### src/rtl/core/mndf_pkg.sv
// ----------------------------------------------------------------------------
// mndf_pkg: shared definitions for the neighbor difference filter
// Sizes, register codes, sequencer states and the structs that travel
// between the front, the queue, the back end and the geometry unit.
// ----------------------------------------------------------------------------
package mndf_pkg;

  // Frame and sample limits.
  localparam int MAX_WIDTH   = 256;
  localparam int MAX_HEIGHT  = 256;
  localparam int SAMPLE_BITS = 16;

  // Derived widths.
  localparam int COL_BITS      = $clog2(MAX_WIDTH);
  localparam int ROW_BITS      = $clog2(MAX_HEIGHT + 2);
  localparam int CFG_DATA_BITS = 9;
  localparam int CFG_IDX_BITS  = 1;
  localparam int POS_BITS      = 17;
  localparam int DIV_CNT_BITS  = $clog2(POS_BITS);
  localparam int GRAD_BITS     = 16;
  localparam int COORD_BITS    = 8;

  // Reset geometry.
  localparam logic [CFG_DATA_BITS-1:0] RESET_SIZE   = 9'd256;
  localparam logic [POS_BITS-1:0]      RESET_PIXELS = 17'd65536;
  localparam logic [POS_BITS-1:0]      RESET_TOTAL  = 17'd65793;
  localparam logic [CFG_DATA_BITS-1:0] MIN_SIZE     = 9'd3;
  localparam logic [CFG_DATA_BITS-1:0] MAX_W_SIZE   = CFG_DATA_BITS'(MAX_WIDTH);
  localparam logic [CFG_DATA_BITS-1:0] MAX_H_SIZE   = CFG_DATA_BITS'(MAX_HEIGHT);

  // Window queue between front and back end.
  localparam int QUEUE_DEPTH = 4;
  localparam int QPTR_BITS   = $clog2(QUEUE_DEPTH);
  localparam int QCNT_BITS   = $clog2(QUEUE_DEPTH + 1);
  localparam logic [QCNT_BITS-1:0] QCNT_FULL = QCNT_BITS'(QUEUE_DEPTH);

  // Configuration register indexes.
  typedef enum logic [CFG_IDX_BITS-1:0] {
    CFG_FRAME_WIDTH  = 1'b0,
    CFG_FRAME_HEIGHT = 1'b1
  } cfg_reg_t;

  // Geometry sequencer states.
  typedef enum logic [2:0] {
    GEOM_IDLE,
    GEOM_SIZE,
    GEOM_MUL,
    GEOM_TOTAL,
    GEOM_CHECK,
    GEOM_DIV
  } geom_state_t;

  typedef logic [SAMPLE_BITS-1:0] sample_t;

  // Geometry and position reload from the geometry unit to the front.
  typedef struct packed {
    logic [CFG_DATA_BITS-1:0] eff_w;
    logic [CFG_DATA_BITS-1:0] eff_h;
    logic [POS_BITS-1:0]      total;
    logic                     busy;
    logic                     load;
    logic                     clear;
    logic [COL_BITS-1:0]      col;
    logic [ROW_BITS-1:0]      row;
  } geom_ctl_t;

  // One masked 3x3 window with the coordinates of its center pixel.
  typedef struct packed {
    sample_t [8:0]         win;
    logic [COORD_BITS-1:0] qr;
    logic [COORD_BITS-1:0] qc;
    logic                  done;
  } win_entry_t;

endpackage

### src/rtl/core/mndf_if.sv


interface mndf_out_if;
  logic                                valid;
  logic                                ready;
  logic [mndf_pkg::GRAD_BITS-1:0]      gradient;
  logic [mndf_pkg::COORD_BITS-1:0]     pixel_row;
  logic [mndf_pkg::COORD_BITS-1:0]     pixel_col;
  logic                                frame_done;

  modport source (output valid, output gradient, output pixel_row, output pixel_col,
                  output frame_done, input ready);
  modport sink (input valid, input gradient, input pixel_row, input pixel_col,
                input frame_done, output ready);
endinterface

### src/rtl/core/mndf_back.sv
// ----------------------------------------------------------------------------
// mndf_back: gradient evaluation and result register
// Takes masked windows from the queue, forms the eight absolute differences
// to the center, reduces them to their maximum and presents the result.
// ----------------------------------------------------------------------------
module mndf_back (
  input  logic                            clk,
  input  logic                            rst_n,
  mndf_out_if.source                      out_chan,
  input  mndf_pkg::win_entry_t            head,
  input  logic [mndf_pkg::QCNT_BITS-1:0]  q_count,
  output logic                            pop
);

  logic                            advance;
  logic                            b1_valid_r;
  mndf_pkg::sample_t               diff_r [8];
  logic [mndf_pkg::COORD_BITS-1:0] b1_qr_r, b1_qc_r;
  logic                            b1_done_r;

  logic                            out_valid_r;
  logic [mndf_pkg::GRAD_BITS-1:0]  grad_r;
  logic [mndf_pkg::COORD_BITS-1:0] row_r, col_r;
  logic                            done_r;

  mndf_pkg::sample_t               diff [8];
  mndf_pkg::sample_t               lvl1 [4];
  mndf_pkg::sample_t               lvl2 [2];
  mndf_pkg::sample_t               best;

  // The whole back end moves when the result register is free or being taken.
  assign advance = !out_valid_r || out_chan.ready;
  assign pop     = advance && (q_count != '0);

  // Absolute differences of the eight neighbors to the center.
  always_comb begin
    for (int i = 0; i < 9; i++) begin
      if (i < 4) begin
        diff[i] = (head.win[i] > head.win[4]) ? head.win[i] - head.win[4]
                                              : head.win[4] - head.win[i];
      end else if (i > 4) begin
        diff[i - 1] = (head.win[i] > head.win[4]) ? head.win[i] - head.win[4]
                                                  : head.win[4] - head.win[i];
      end
    end
  end

  always_ff @(posedge clk) begin
    if (!rst_n) begin
      b1_valid_r <= 1'b0;
    end else if (advance) begin
      b1_valid_r <= pop;
    end
  end

  always_ff @(posedge clk) begin
    if (pop) begin
      for (int i = 0; i < 8; i++) begin
        diff_r[i] <= diff[i];
      end
      b1_qr_r   <= head.qr;
      b1_qc_r   <= head.qc;
      b1_done_r <= head.done;
    end
  end

  // Maximum over the eight differences as a three-level tree.
  always_comb begin
    for (int i = 0; i < 4; i++) begin
      lvl1[i] = (diff_r[2*i] > diff_r[2*i+1]) ? diff_r[2*i] : diff_r[2*i+1];
    end
    for (int i = 0; i < 2; i++) begin
      lvl2[i] = (lvl1[2*i] > lvl1[2*i+1]) ? lvl1[2*i] : lvl1[2*i+1];
    end
    best = (lvl2[0] > lvl2[1]) ? lvl2[0] : lvl2[1];
  end

  // Result register.
  always_ff @(posedge clk) begin
    if (!rst_n) begin
      out_valid_r <= 1'b0;
    end else if (advance) begin
      out_valid_r <= b1_valid_r;
    end
  end

  always_ff @(posedge clk) begin
    if (advance && b1_valid_r) begin
      grad_r <= best;
      row_r  <= b1_qr_r;
      col_r  <= b1_qc_r;
      done_r <= b1_done_r;
    end
  end

  assign out_chan.valid      = out_valid_r;
  assign out_chan.gradient   = grad_r;
  assign out_chan.pixel_row  = row_r;
  assign out_chan.pixel_col  = col_r;
  assign out_chan.frame_done = done_r;

endmodule

### src/flat_wrapper.sv
// flat-port wrapper written by rule: the top's interface ports become plain ports
module mndf_back_flat 
  (clk, rst_n, head, q_count, pop, out_chan_valid, out_chan_gradient, out_chan_pixel_row, out_chan_pixel_col, out_chan_frame_done, out_chan_ready);
  mndf_out_if out_chan_i ();
  input  logic clk;
  input  logic rst_n;
  input  mndf_pkg::win_entry_t head;
  input  logic [mndf_pkg::QCNT_BITS-1:0] q_count;
  output logic pop;
  output wire logic [$bits(out_chan_i.valid)-1:0] out_chan_valid;
  output wire logic [$bits(out_chan_i.gradient)-1:0] out_chan_gradient;
  output wire logic [$bits(out_chan_i.pixel_row)-1:0] out_chan_pixel_row;
  output wire logic [$bits(out_chan_i.pixel_col)-1:0] out_chan_pixel_col;
  output wire logic [$bits(out_chan_i.frame_done)-1:0] out_chan_frame_done;
  input wire logic [$bits(out_chan_i.ready)-1:0] out_chan_ready;
  assign out_chan_valid = out_chan_i.valid;
  assign out_chan_gradient = out_chan_i.gradient;
  assign out_chan_pixel_row = out_chan_i.pixel_row;
  assign out_chan_pixel_col = out_chan_i.pixel_col;
  assign out_chan_frame_done = out_chan_i.frame_done;
  assign out_chan_i.ready = out_chan_ready;
  mndf_back u_core (.clk(clk), .rst_n(rst_n), .out_chan(out_chan_i), .head(head), .q_count(q_count), .pop(pop));
endmodule
### config.mk
export PLATFORM = sky130hd
export DESIGN_NAME = mndf_back_flat
export DESIGN_NICKNAME = d
export VERILOG_FILES = /design/src/rtl/core/mndf_pkg.sv /design/src/rtl/core/mndf_if.sv /design/src/rtl/core/mndf_back.sv /design/src/flat_wrapper.sv
export SDC_FILE = /design/constraint.sdc
export NUM_CORES = 1
export LEC_CHECK = 0
export BUFFER_PORTS_ARGS = -buffer_cell sky130_fd_sc_hd__buf_2
export CELL_PAD_IN_SITES_DETAIL_PLACEMENT = 0
export CELL_PAD_IN_SITES_GLOBAL_PLACEMENT = 1
export CORE_UTILIZATION = 40
export DETAILED_ROUTE_END_ITERATION = 16
export PLACE_DENSITY = 0.75
export RECOVER_POWER = 50
export SLEW_MARGIN = 20
export SYNTH_ARGS = -nofsm -noshare
export SYNTH_HDL_FRONTEND = slang
export SYNTH_SLANG_ARGS = --single-unit
### constraint.sdc
create_clock -name clk -period 17.5 [get_ports clk]
set_input_delay 1.75 -clock clk [delete_from_list [all_inputs] [get_ports clk]]
set_output_delay 1.75 -clock clk [all_outputs]
set_load 0.1 [all_outputs]
[Word level (Yosys, flattened, before mapping)]
Memories as Yosys holds them, arrays and structs flattened.
Cells that the tools add are included.
Operators by class
  reduce and logical (&&, ||, !) cells: 5
  multiplexer cells: 17
  $add $sub $neg: 16
  order comparisons: 15
Operators by type and width (number)
  16-bit subtractor: 16
  16-bit > comparator: 15
  16-bit two-way mux: 15
  3-bit nonzero test: 1
  1-bit logical AND: 2
  1-bit two-way mux: 2
  1-bit zero test: 1
  1-bit logical OR: 1
Word-level totals
  memories kept: 1
  logic and storage cells: 63
  output and inout port bits: 35
  bits in writable memories: 128
  bits of input ports: 167
  flip-flop bits (word level): 52
Memory list
  u_core.diff_r: depth 8, width 16, read ports 8, clocked after memory_dff 0, wr ports 8, RTL line mndf_back.sv:17  | mndf_pkg::sample_t diff_r [8];

[Longest topological paths before layout]
Gate-level depths: netlist of the first run.
  depth after elaboration: 6
  gate-level depth with buffers: 34
  mapped depth without buffers: 29

[Least setup slack after synthesis of the first run]
Ideal clock, no wire load.
  path type: input-to-output
  start: input q_count[1] in the netlist's numbering
  end: output pop
  data required time: 15750 ps
  stages on the path: 2
  buffers on the path: 0
  path slack: 6614 ps
  data arrival time: 9136 ps
  cell sequence: nor3_1 nor2_1
Between the ends
  longest elaborated chain between the ends: 2
Ends and longest elaborated chain
  from (decl): RTL line flat_wrapper.sv:8  | input logic [mndf_pkg::QCNT_BITS-1:0] q_count;
  3-bit nonzero test: RTL line mndf_back.sv:33  | assign pop = advance && (q_count != '0);
  1-bit logical AND: RTL line mndf_back.sv:33
  to (decl): RTL line flat_wrapper.sv:9  | output logic pop;
Every way passes these cells.

==> flow_summary.toml, run 1 <==
[outcome]
status = "finished with violations"
violations = "max-capacitance violations, max-slew violations"

[worst_setup_path]
worstPathArrival_ns = 7.85
cp_max_fo = 78
critPathRequiredTime_ns = 17.46
critPathLaunchType = "primary input"
critPathKind = "in2reg"
timing.reg2reg.worst_path_depth = 25
worstSetupEndpointType = "flip-flop"

[route]
first_pass_iters = 5
top_layer_used = "met5"
drt-met1-wl_um = 33390
finalWirelength_um = 71140
vias = 18370
drc = 0
drtAntennaViolNets = 0
wl_met2_um = 32030
drt_iter0_drc = 1596
avgViaCountPerCell = 5.721
wl_met3_um = 3807
wire_per_inst_um = 22.16

[clock_network]
ctsResizeCount = 0
htreeDepth = 4
clock-root-buffer = "clkbuf_16"
cts.sinks = 180
path_clk_slew_ns = 0.07
cts_buffer_depth = 2
cts_buffers = 17
clk_latency_ns = 0.45
post_cts_buffers = 0
tritoncts = "yes"
ctsHoldBuffers = 0

[synth]
synthArstFlopShare = 0
ys_ff_latch = 180
synth_edf_count = 178
synth.cell_area_mm2 = 0.02138
yosysWarningCount = 0
synth_area_leaders = "edfxtp_1, ha_1, mux2i_1"
synth_area_per_cell_um2 = 9.073
synthCells = 2356
yosys.area.top_type = "edfxtp_1"
ys.flop_type = "edfxtp_1"
ys_types = 72
syn_nets = 2899
ys_seq_area_frac = 0.2519
netlist.area_leader.share = 0.2500

[timing]
rsz0062_at_grt = "no"
tightest_slew_ns = 4.040
hold_violations = 0
maxSlewHeadroom = -1.693
drv_slew = 182
period_needed_ns = 7.889
setup_viol = 0
finalHoldWorstSlack_ns = 0.4193
fmaxAchievable_ghz = 0.1268
timing.final.ws_setup_ns = 9.611
clock_skew_ns = 0.01415
fin_tns_setup_ns = 0
finalCritPeriodShare = 0.4508

[cells_and_area]
mostFrequentLayoutCell = "ha_1"
stdcell_count = 3211
syn2layout_area_growth_pct = 10.24
final_cell_mix = "ha_1, inv_1, a21oi_1"
finish.instance_area_mm2 = 0.02357
nets = 3052
final_core_util = 0.4476
drive_above_1_share = 0.1138

[place]
dp_cells = 3178
pre_cts_ws_ns = 10.03
gp_congestion = 0.9175
port_buffers = 201
hpwl_um = 56200
placed_cell_area_mm2 = 0.02306

[floorplan]
start_util = 0.4060
ioPinCount = 202
die-area_mm2 = 0.05437
die_y_um = 233.2
core_mm2 = 0.05266
die-width_um = 233.2
fp-row-count = 84

[grt]
grt_pass1_vias = 17900
grt.overflow.total = 0
grt_max_degree = 79
antenna_found_initial = 2
grt.total_usage = 0.2588
grt_pass1_wl_um = 105700

[power_and_ir_drop]
pwr_density_cell_mw_per_mm2 = 132.1
p_total_mw = 3.113
leakagePower_nw = 11.49
ir_drop_mv = 0.1391

[worst_hold_path]
hold_path.class = "reg2reg"
hold_depth = 0

[run]
cap_violations = 3
[Yosys cell counts (all sizes together), types with 14 or more instances]
master  number
ha         360
inv        281
a21oi      199
edfxtp     178
a21o       146
o21ai      135
mux2i      132
nand2       83
nor2        72
xnor2       72
nor2b       56
clkbuf      55
nand4       53
xor2        40
buf         37
o21a        37
nand2b      33
mux2        32
o21bai      29
nand3       26
nor3        25
o211ai      25
o221ai      24
a31oi       22
a211oi      18
fa          16
o22a        16
or2         14
[logic make-up after synthesis]
group,Yosys count,synth area share
AO/OA/AOI/OAI,736,0.2258
AND/OR/NAND/NOR,415,0.1036
adder cells (fa/ha/maj),376,0.2257
buffers and inverters,373,0.06825
flip-flops,180,0.2519
multiplexers,164,0.07884
XOR/XNOR,112,0.04589
[state kept, by name, indices dropped and copies added (netlist names)]
register / flops
u_core.b1_done_r: 1
u_core.b1_qr_r: 8
u_core.out_chan.frame_done: 1
u_core.diff_r: 128
u_core.b1_valid_r: 1
u_core.b1_qc_r: 8
u_core.out_chan.pixel_row: 8
u_core.out_chan.pixel_col: 8
u_core.out_chan.gradient: 16
u_core.out_chan.valid: 1
[report_power, final]
part           total (mW)  internal [mW]  switching [mW]
combinational        2.03          0.775            1.25
sequential          0.721          0.657          0.0642
clock               0.367          0.197           0.170
total                3.11           1.63            1.48
[critical path: stages]
cell,delay [ns]
buf_2,0.08
nor2b_1,0.06
nor2_1,0.31
clkbuf_1,2.85
clkbuf_1,2.68
[path summary, 6_finish.rpt]
check | from | to | slack, ns
min reg2reg | u_core.b1_qc_r[1]$_DFFE_PP_ | u_core.out_chan.pixel_col[1]$_DFFE_PP_ | 0.42
min | u_core.b1_qc_r[1]$_DFFE_PP_ | u_core.out_chan.pixel_col[1]$_DFFE_PP_ | 0.42
max | out_chan_ready | u_core.diff_r[0][21]$_DFFE_PP_ | 9.61
max reg2reg | u_core.diff_r[1][10]$_DFFE_PP_ | u_core.out_chan.gradient[3]$_DFFE_PP_ | 10.02
[final cells by class]
type / instances / area [µm²]
inverters: 281 / 1055
flip-flops and latches: 180 / 5385
fillers: 5143 / 29090
clock buffers: 17 / 425.4
well taps: 688 / 860.8
diodes: 1 / 2.502
clock inverters: 15 / 130.1
repair buffers: 226 / 1139
multi-input cells: 1803 / 14570
[per-layer routing]
layer	track usage	vias up
li1	-	8899
met1	0.3619	8812
met2	0.4165	568
met3	0.02673	88
met4	0.08007	2
met5	0	-
Note: power is estimated with default switching activity, not from simulation.
==> run 2: changes to the inputs <==
Settings changed: PLACE_DENSITY 0.75 to 0.78.
Clock period 17.5 ns to 7.2 ns, I/O delays scaled along.
==> flow_summary.toml, run 2 (same netlist as run 1, synthesis figures left out) <==
[floorplan]
start_util = 0.4060
fp-row-count = 84
die-area_mm2 = 0.05437
die_y_um = 233.2
core_mm2 = 0.05266
ioPinCount = 202
die-width_um = 233.2

[grt]
grt.overflow.total = 0
grt.total_usage = 0.2579
grt_pass1_vias = 18090
antenna_found_initial = 0
grt_max_degree = 82
grt_pass1_wl_um = 105600

[place]
pre_cts_ws_ns = 0.1701
hpwl_um = 56100
gp_congestion = 0.9565
dp_cells = 3198
port_buffers = 201
placed_cell_area_mm2 = 0.02321

[cells_and_area]
syn2layout_area_growth_pct = 11.24
mostFrequentLayoutCell = "ha_1"
largest_reg_flops = 128
top_register = "u_core.diff_r"
final_cell_mix = "ha_1, inv_1, a21oi_1"
multi_input_area_mm2 = 0.01459
drive_above_1_share = 0.1227
stdcell_count = 3231
ff_latch_area_mm2 = 0.005385
fill_cells = 5092
finish.instance_area_mm2 = 0.02378
nets = 3072
final_core_util = 0.4516

[worst_hold_path]
hold_path.class = "reg2reg"

[timing]
maxSlewHeadroom = -1.558
finalCritPeriodShare = 0.9448
period_needed_ns = 6.803
finalHoldWorstSlack_ns = 0.4198
setup_viol = 0
clock_skew_ns = 0.01279
hold_violations = 0
drv_slew = 184
fin_tns_setup_ns = 0
rsz0062_at_grt = "no"
fmaxAchievable_ghz = 0.1470
tightest_slew_ns = 3.838
timing.final.ws_setup_ns = 0.3973

[power_and_ir_drop]
p_total_mw = 7.729
ir_drop_mv = 0.4418
leakagePower_nw = 11.61
pwr_density_cell_mw_per_mm2 = 325.0

[route]
vias = 18630
drtAntennaViolNets = 0
drt_iter0_drc = 1573
wire_per_inst_um = 21.92
finalWirelength_um = 70830
avgViaCountPerCell = 5.765
first_pass_iters = 6
drc = 0

[clock_network]
tritoncts = "yes"
clock-root-buffer = "clkbuf_16"
post_cts_buffers = 0
cts_buffer_depth = 2
htreeDepth = 4
cts.sinks = 180
cts_buffers = 17
ctsHoldBuffers = 0
clk_latency_ns = 0.44
path_clk_slew_ns = 0.07
ctsResizeCount = 0

[worst_setup_path]
path_buf_inv = 3
worstSetupEndpointType = "flip-flop"
cp_max_fo = 18
worstPathArrival_ns = 6.95
critPathKind = "reg2reg"
slowest_stage = "o21bai_2"
critPathRequiredTime_ns = 7.35
critical_path.top_delay_family = "compound AO/OA/AOI/OAI gates"
critPathLaunchType = "flip-flop"
slowest_delay_ns = 0.57

[run]
cap_violations = 3

[outcome]
status = "finished with violations"
violations = "max-capacitance violations, max-slew violations"
run 2: power by group:
group          switching [mW]  internal [mW]
Clock                   0.453          0.523
Combinational            3.04           1.96
Sequential              0.156           1.59
Total                    3.65           4.08
run 2: routing by layer:
| metal | part of all wire | up-vias | GRT usage |
|---|---|---|---|
| met5 | 0 | - | 0 |
| li1 | - | 8912 | - |
| met1 | 0.45 | 8991 | 0.3426 |
| met4 | 0.040 | 0 | 0.1046 |
| met2 | 0.45 | 601 | 0.4210 |
| met3 | 0.058 | 122 | 0.03284 |
run 2: final timing paths:
path,startpoint,end,slack (ns),cells after the start
worst max-delay path,u_core.diff_r[1][14]$_DFFE_PP_,u_core.out_chan.gradient[9]$_DFFE_PP_,0.40,25
worst min-delay path,u_core.b1_done_r$_DFFE_PP_,u_core.out_chan.frame_done$_DFFE_PP_,0.42,0
worst max register to register,u_core.diff_r[1][14]$_DFFE_PP_,u_core.out_chan.gradient[9]$_DFFE_PP_,0.40,25
worst min register to register,u_core.b1_done_r$_DFFE_PP_,u_core.out_chan.frame_done$_DFFE_PP_,0.42,0
run 2: final cells by class:
type	instances	area share
clock buffer	17	0.01789
inverter	281	0.04436
antenna	1	0.0001052
timing repair buffer	246	0.05441
sequential	180	0.2265
multi-input combinational	1803	0.6134
clock inverter	15	0.007209
tap	688	0.03620
==> run 3: changes to the inputs <==
Settings changed: CELL_PAD_IN_SITES_GLOBAL_PLACEMENT 1 to 2, CORE_UTILIZATION 40 to 35, PLACE_DENSITY 0.78 to 0.83.
==> flow_summary.toml, run 3 (same netlist as run 1, synthesis figures left out) <==
[clock_network]
ctsHoldBuffers = 0
clk_latency_ns = 0.46
htreeDepth = 4
path_clk_slew_ns = 0.08
cts.sinks = 180
tritoncts = "yes"
cts_buffers = 17
clock-root-buffer = "clkbuf_16"
cts_buffer_depth = 2

[route]
drtAntennaViolNets = 0
wire_per_inst_um = 21.90
drt_iter0_drc = 1388
drc = 0
finalWirelength_um = 72440
vias = 18360
avgViaCountPerCell = 5.552
first_pass_iters = 5

[floorplan]
die_y_um = 249.1
start_util = 0.3542
core_mm2 = 0.06036
die-area_mm2 = 0.06207
fp-row-count = 90
die-width_um = 249.1
ioPinCount = 202

[worst_setup_path]
worstSetupEndpointType = "flip-flop"
path_buf_inv = 4
cp-endpoint = "u_core.out_chan.gradient[13]$_DFFE_PP_"
critical_path.top_delay_family = "compound AO/OA/AOI/OAI gates"
worstPathArrival_ns = 6.96
slowest_delay_ns = 0.56
cp_max_fo = 18
timing.critical_path.from = "u_core.diff_r[1][9]$_DFFE_PP_"
crit-reg2reg-launch = "u_core.diff_r[1][9]$_DFFE_PP_"
timing.reg2reg.worst_path_depth = 27
cp.depth = 27
r2r-end = "u_core.out_chan.gradient[13]$_DFFE_PP_"
critPathKind = "reg2reg"
slowest_stage = "mux2i_1"
critPathRequiredTime_ns = 7.37
critPathLaunchType = "flip-flop"
rrSetupSlack_ns = 0.41

[worst_hold_path]
hold_depth = 0
hold_path.class = "reg2reg"

[cells_and_area]
largest_reg_flops = 128
final_cell_mix = "ha_1, inv_1, a21oi_1"
mostFrequentLayoutCell = "ha_1"
drive_above_1_share = 0.1172
antenna_cells = 0
fill_cells = 6075
final_core_util = 0.3943
syn2layout_area_growth_pct = 11.34
top_register = "u_core.diff_r"
nets = 3056
stdcell_count = 3307

[timing]
drv_slew = 184
timing.final.ws_setup_ns = 0.4135
finalCritPeriodShare = 0.9426
fin_tns_setup_ns = 0
period_needed_ns = 6.786
hold_violations = 0
rsz0062_at_grt = "no"
clock_skew_ns = 0.02001
setup_viol = 0
maxSlewHeadroom = -1.606
fmaxAchievable_ghz = 0.1474
tightest_slew_ns = 3.909

[place]
dp_cells = 3276
pre_cts_ws_ns = 0.01034
hpwl_um = 56780
gp_congestion = 0.9129
port_buffers = 201

[power_and_ir_drop]
ir_drop_mv = 0.3144
p_total_mw = 7.762
pwr_density_cell_mw_per_mm2 = 326.1
leakagePower_nw = 11.55

[grt]
grt_pass1_wl_um = 107800
antenna_found_initial = 1
grt.overflow.total = 0
grt_pass1_vias = 17810
grt_max_degree = 78
grt.total_usage = 0.2292

[run]
cap_violations = 3

[outcome]
violations = "max-capacitance violations, max-slew violations"
status = "finished with violations"
## run 3: cell types whose count changed in the layout (fill, tap and decap cells not counted), sizes merged
cell      change
buf          -16
bufinv        +2
clkinv        -2
clkinvlp      -1
diode         -1
## run 3: what timing repair did
action	in CTS	in global routing
gates resized for setup	1	3
hold endpoints to repair	0	0
setup buffers	0	0
endpoints found under the setup margin	5	16
## run 3: report_power, final
part	switching, mW	internal, mW
combinational	3.05	1.94
sequential	0.167	1.60
clock	0.423	0.585
total	3.64	4.12
## run 3: metrics by stage
stage,hold WS (ns),cell area [µm²]
detailed placement,0.4045,23210
global route,0.4127,23800
floorplan,0.4003,21380
CTS,0.4176,23830
finish,0.4186,23800
global placement,0.4015,23210
## run 3: how the worst min path moves through the flow
stage | start | to | slack (ns)
6_report | u_core.b1_qr_r[6]$_DFFE_PP_ | u_core.out_chan.pixel_row[6]$_DFFE_PP_ | 0.42
5_1_grt | head[0] | u_core.b1_done_r$_DFFE_PP_ | 0.41
4_1_cts | head[0] | u_core.b1_done_r$_DFFE_PP_ | 0.42
3_5_place_dp | u_core.b1_qr_r[6]$_DFFE_PP_ | u_core.out_chan.pixel_row[6]$_DFFE_PP_ | 0.40
3_3_place_gp | u_core.b1_qr_r[0]$_DFFE_PP_ | u_core.out_chan.pixel_row[0]$_DFFE_PP_ | 0.40
2_1_floorplan | u_core.b1_done_r$_DFFE_PP_ | u_core.out_chan.frame_done$_DFFE_PP_ | 0.40
## run 3: final cells by class
| class | instances | area, µm² | share of cell area |
|---|---|---|---|
| multi-input combinational | 1803 | 14590 | 0.6128 |
| sequential | 180 | 5385 | 0.2263 |
| timing repair buffer | 230 | 1174 | 0.04931 |
| inverter | 281 | 1055 | 0.04431 |
| tap | 782 | 978.4 | 0.04111 |
| clock buffer | 17 | 425.4 | 0.01787 |
| clock inverter | 14 | 197.7 | 0.008306 |
## run 3: metal layers
layer,global-route usage,wire [µm]
met5,0,13
met2,0.3817,33820
met1,0.3143,33800
met4,0.06490,1698
met3,0.02173,3111
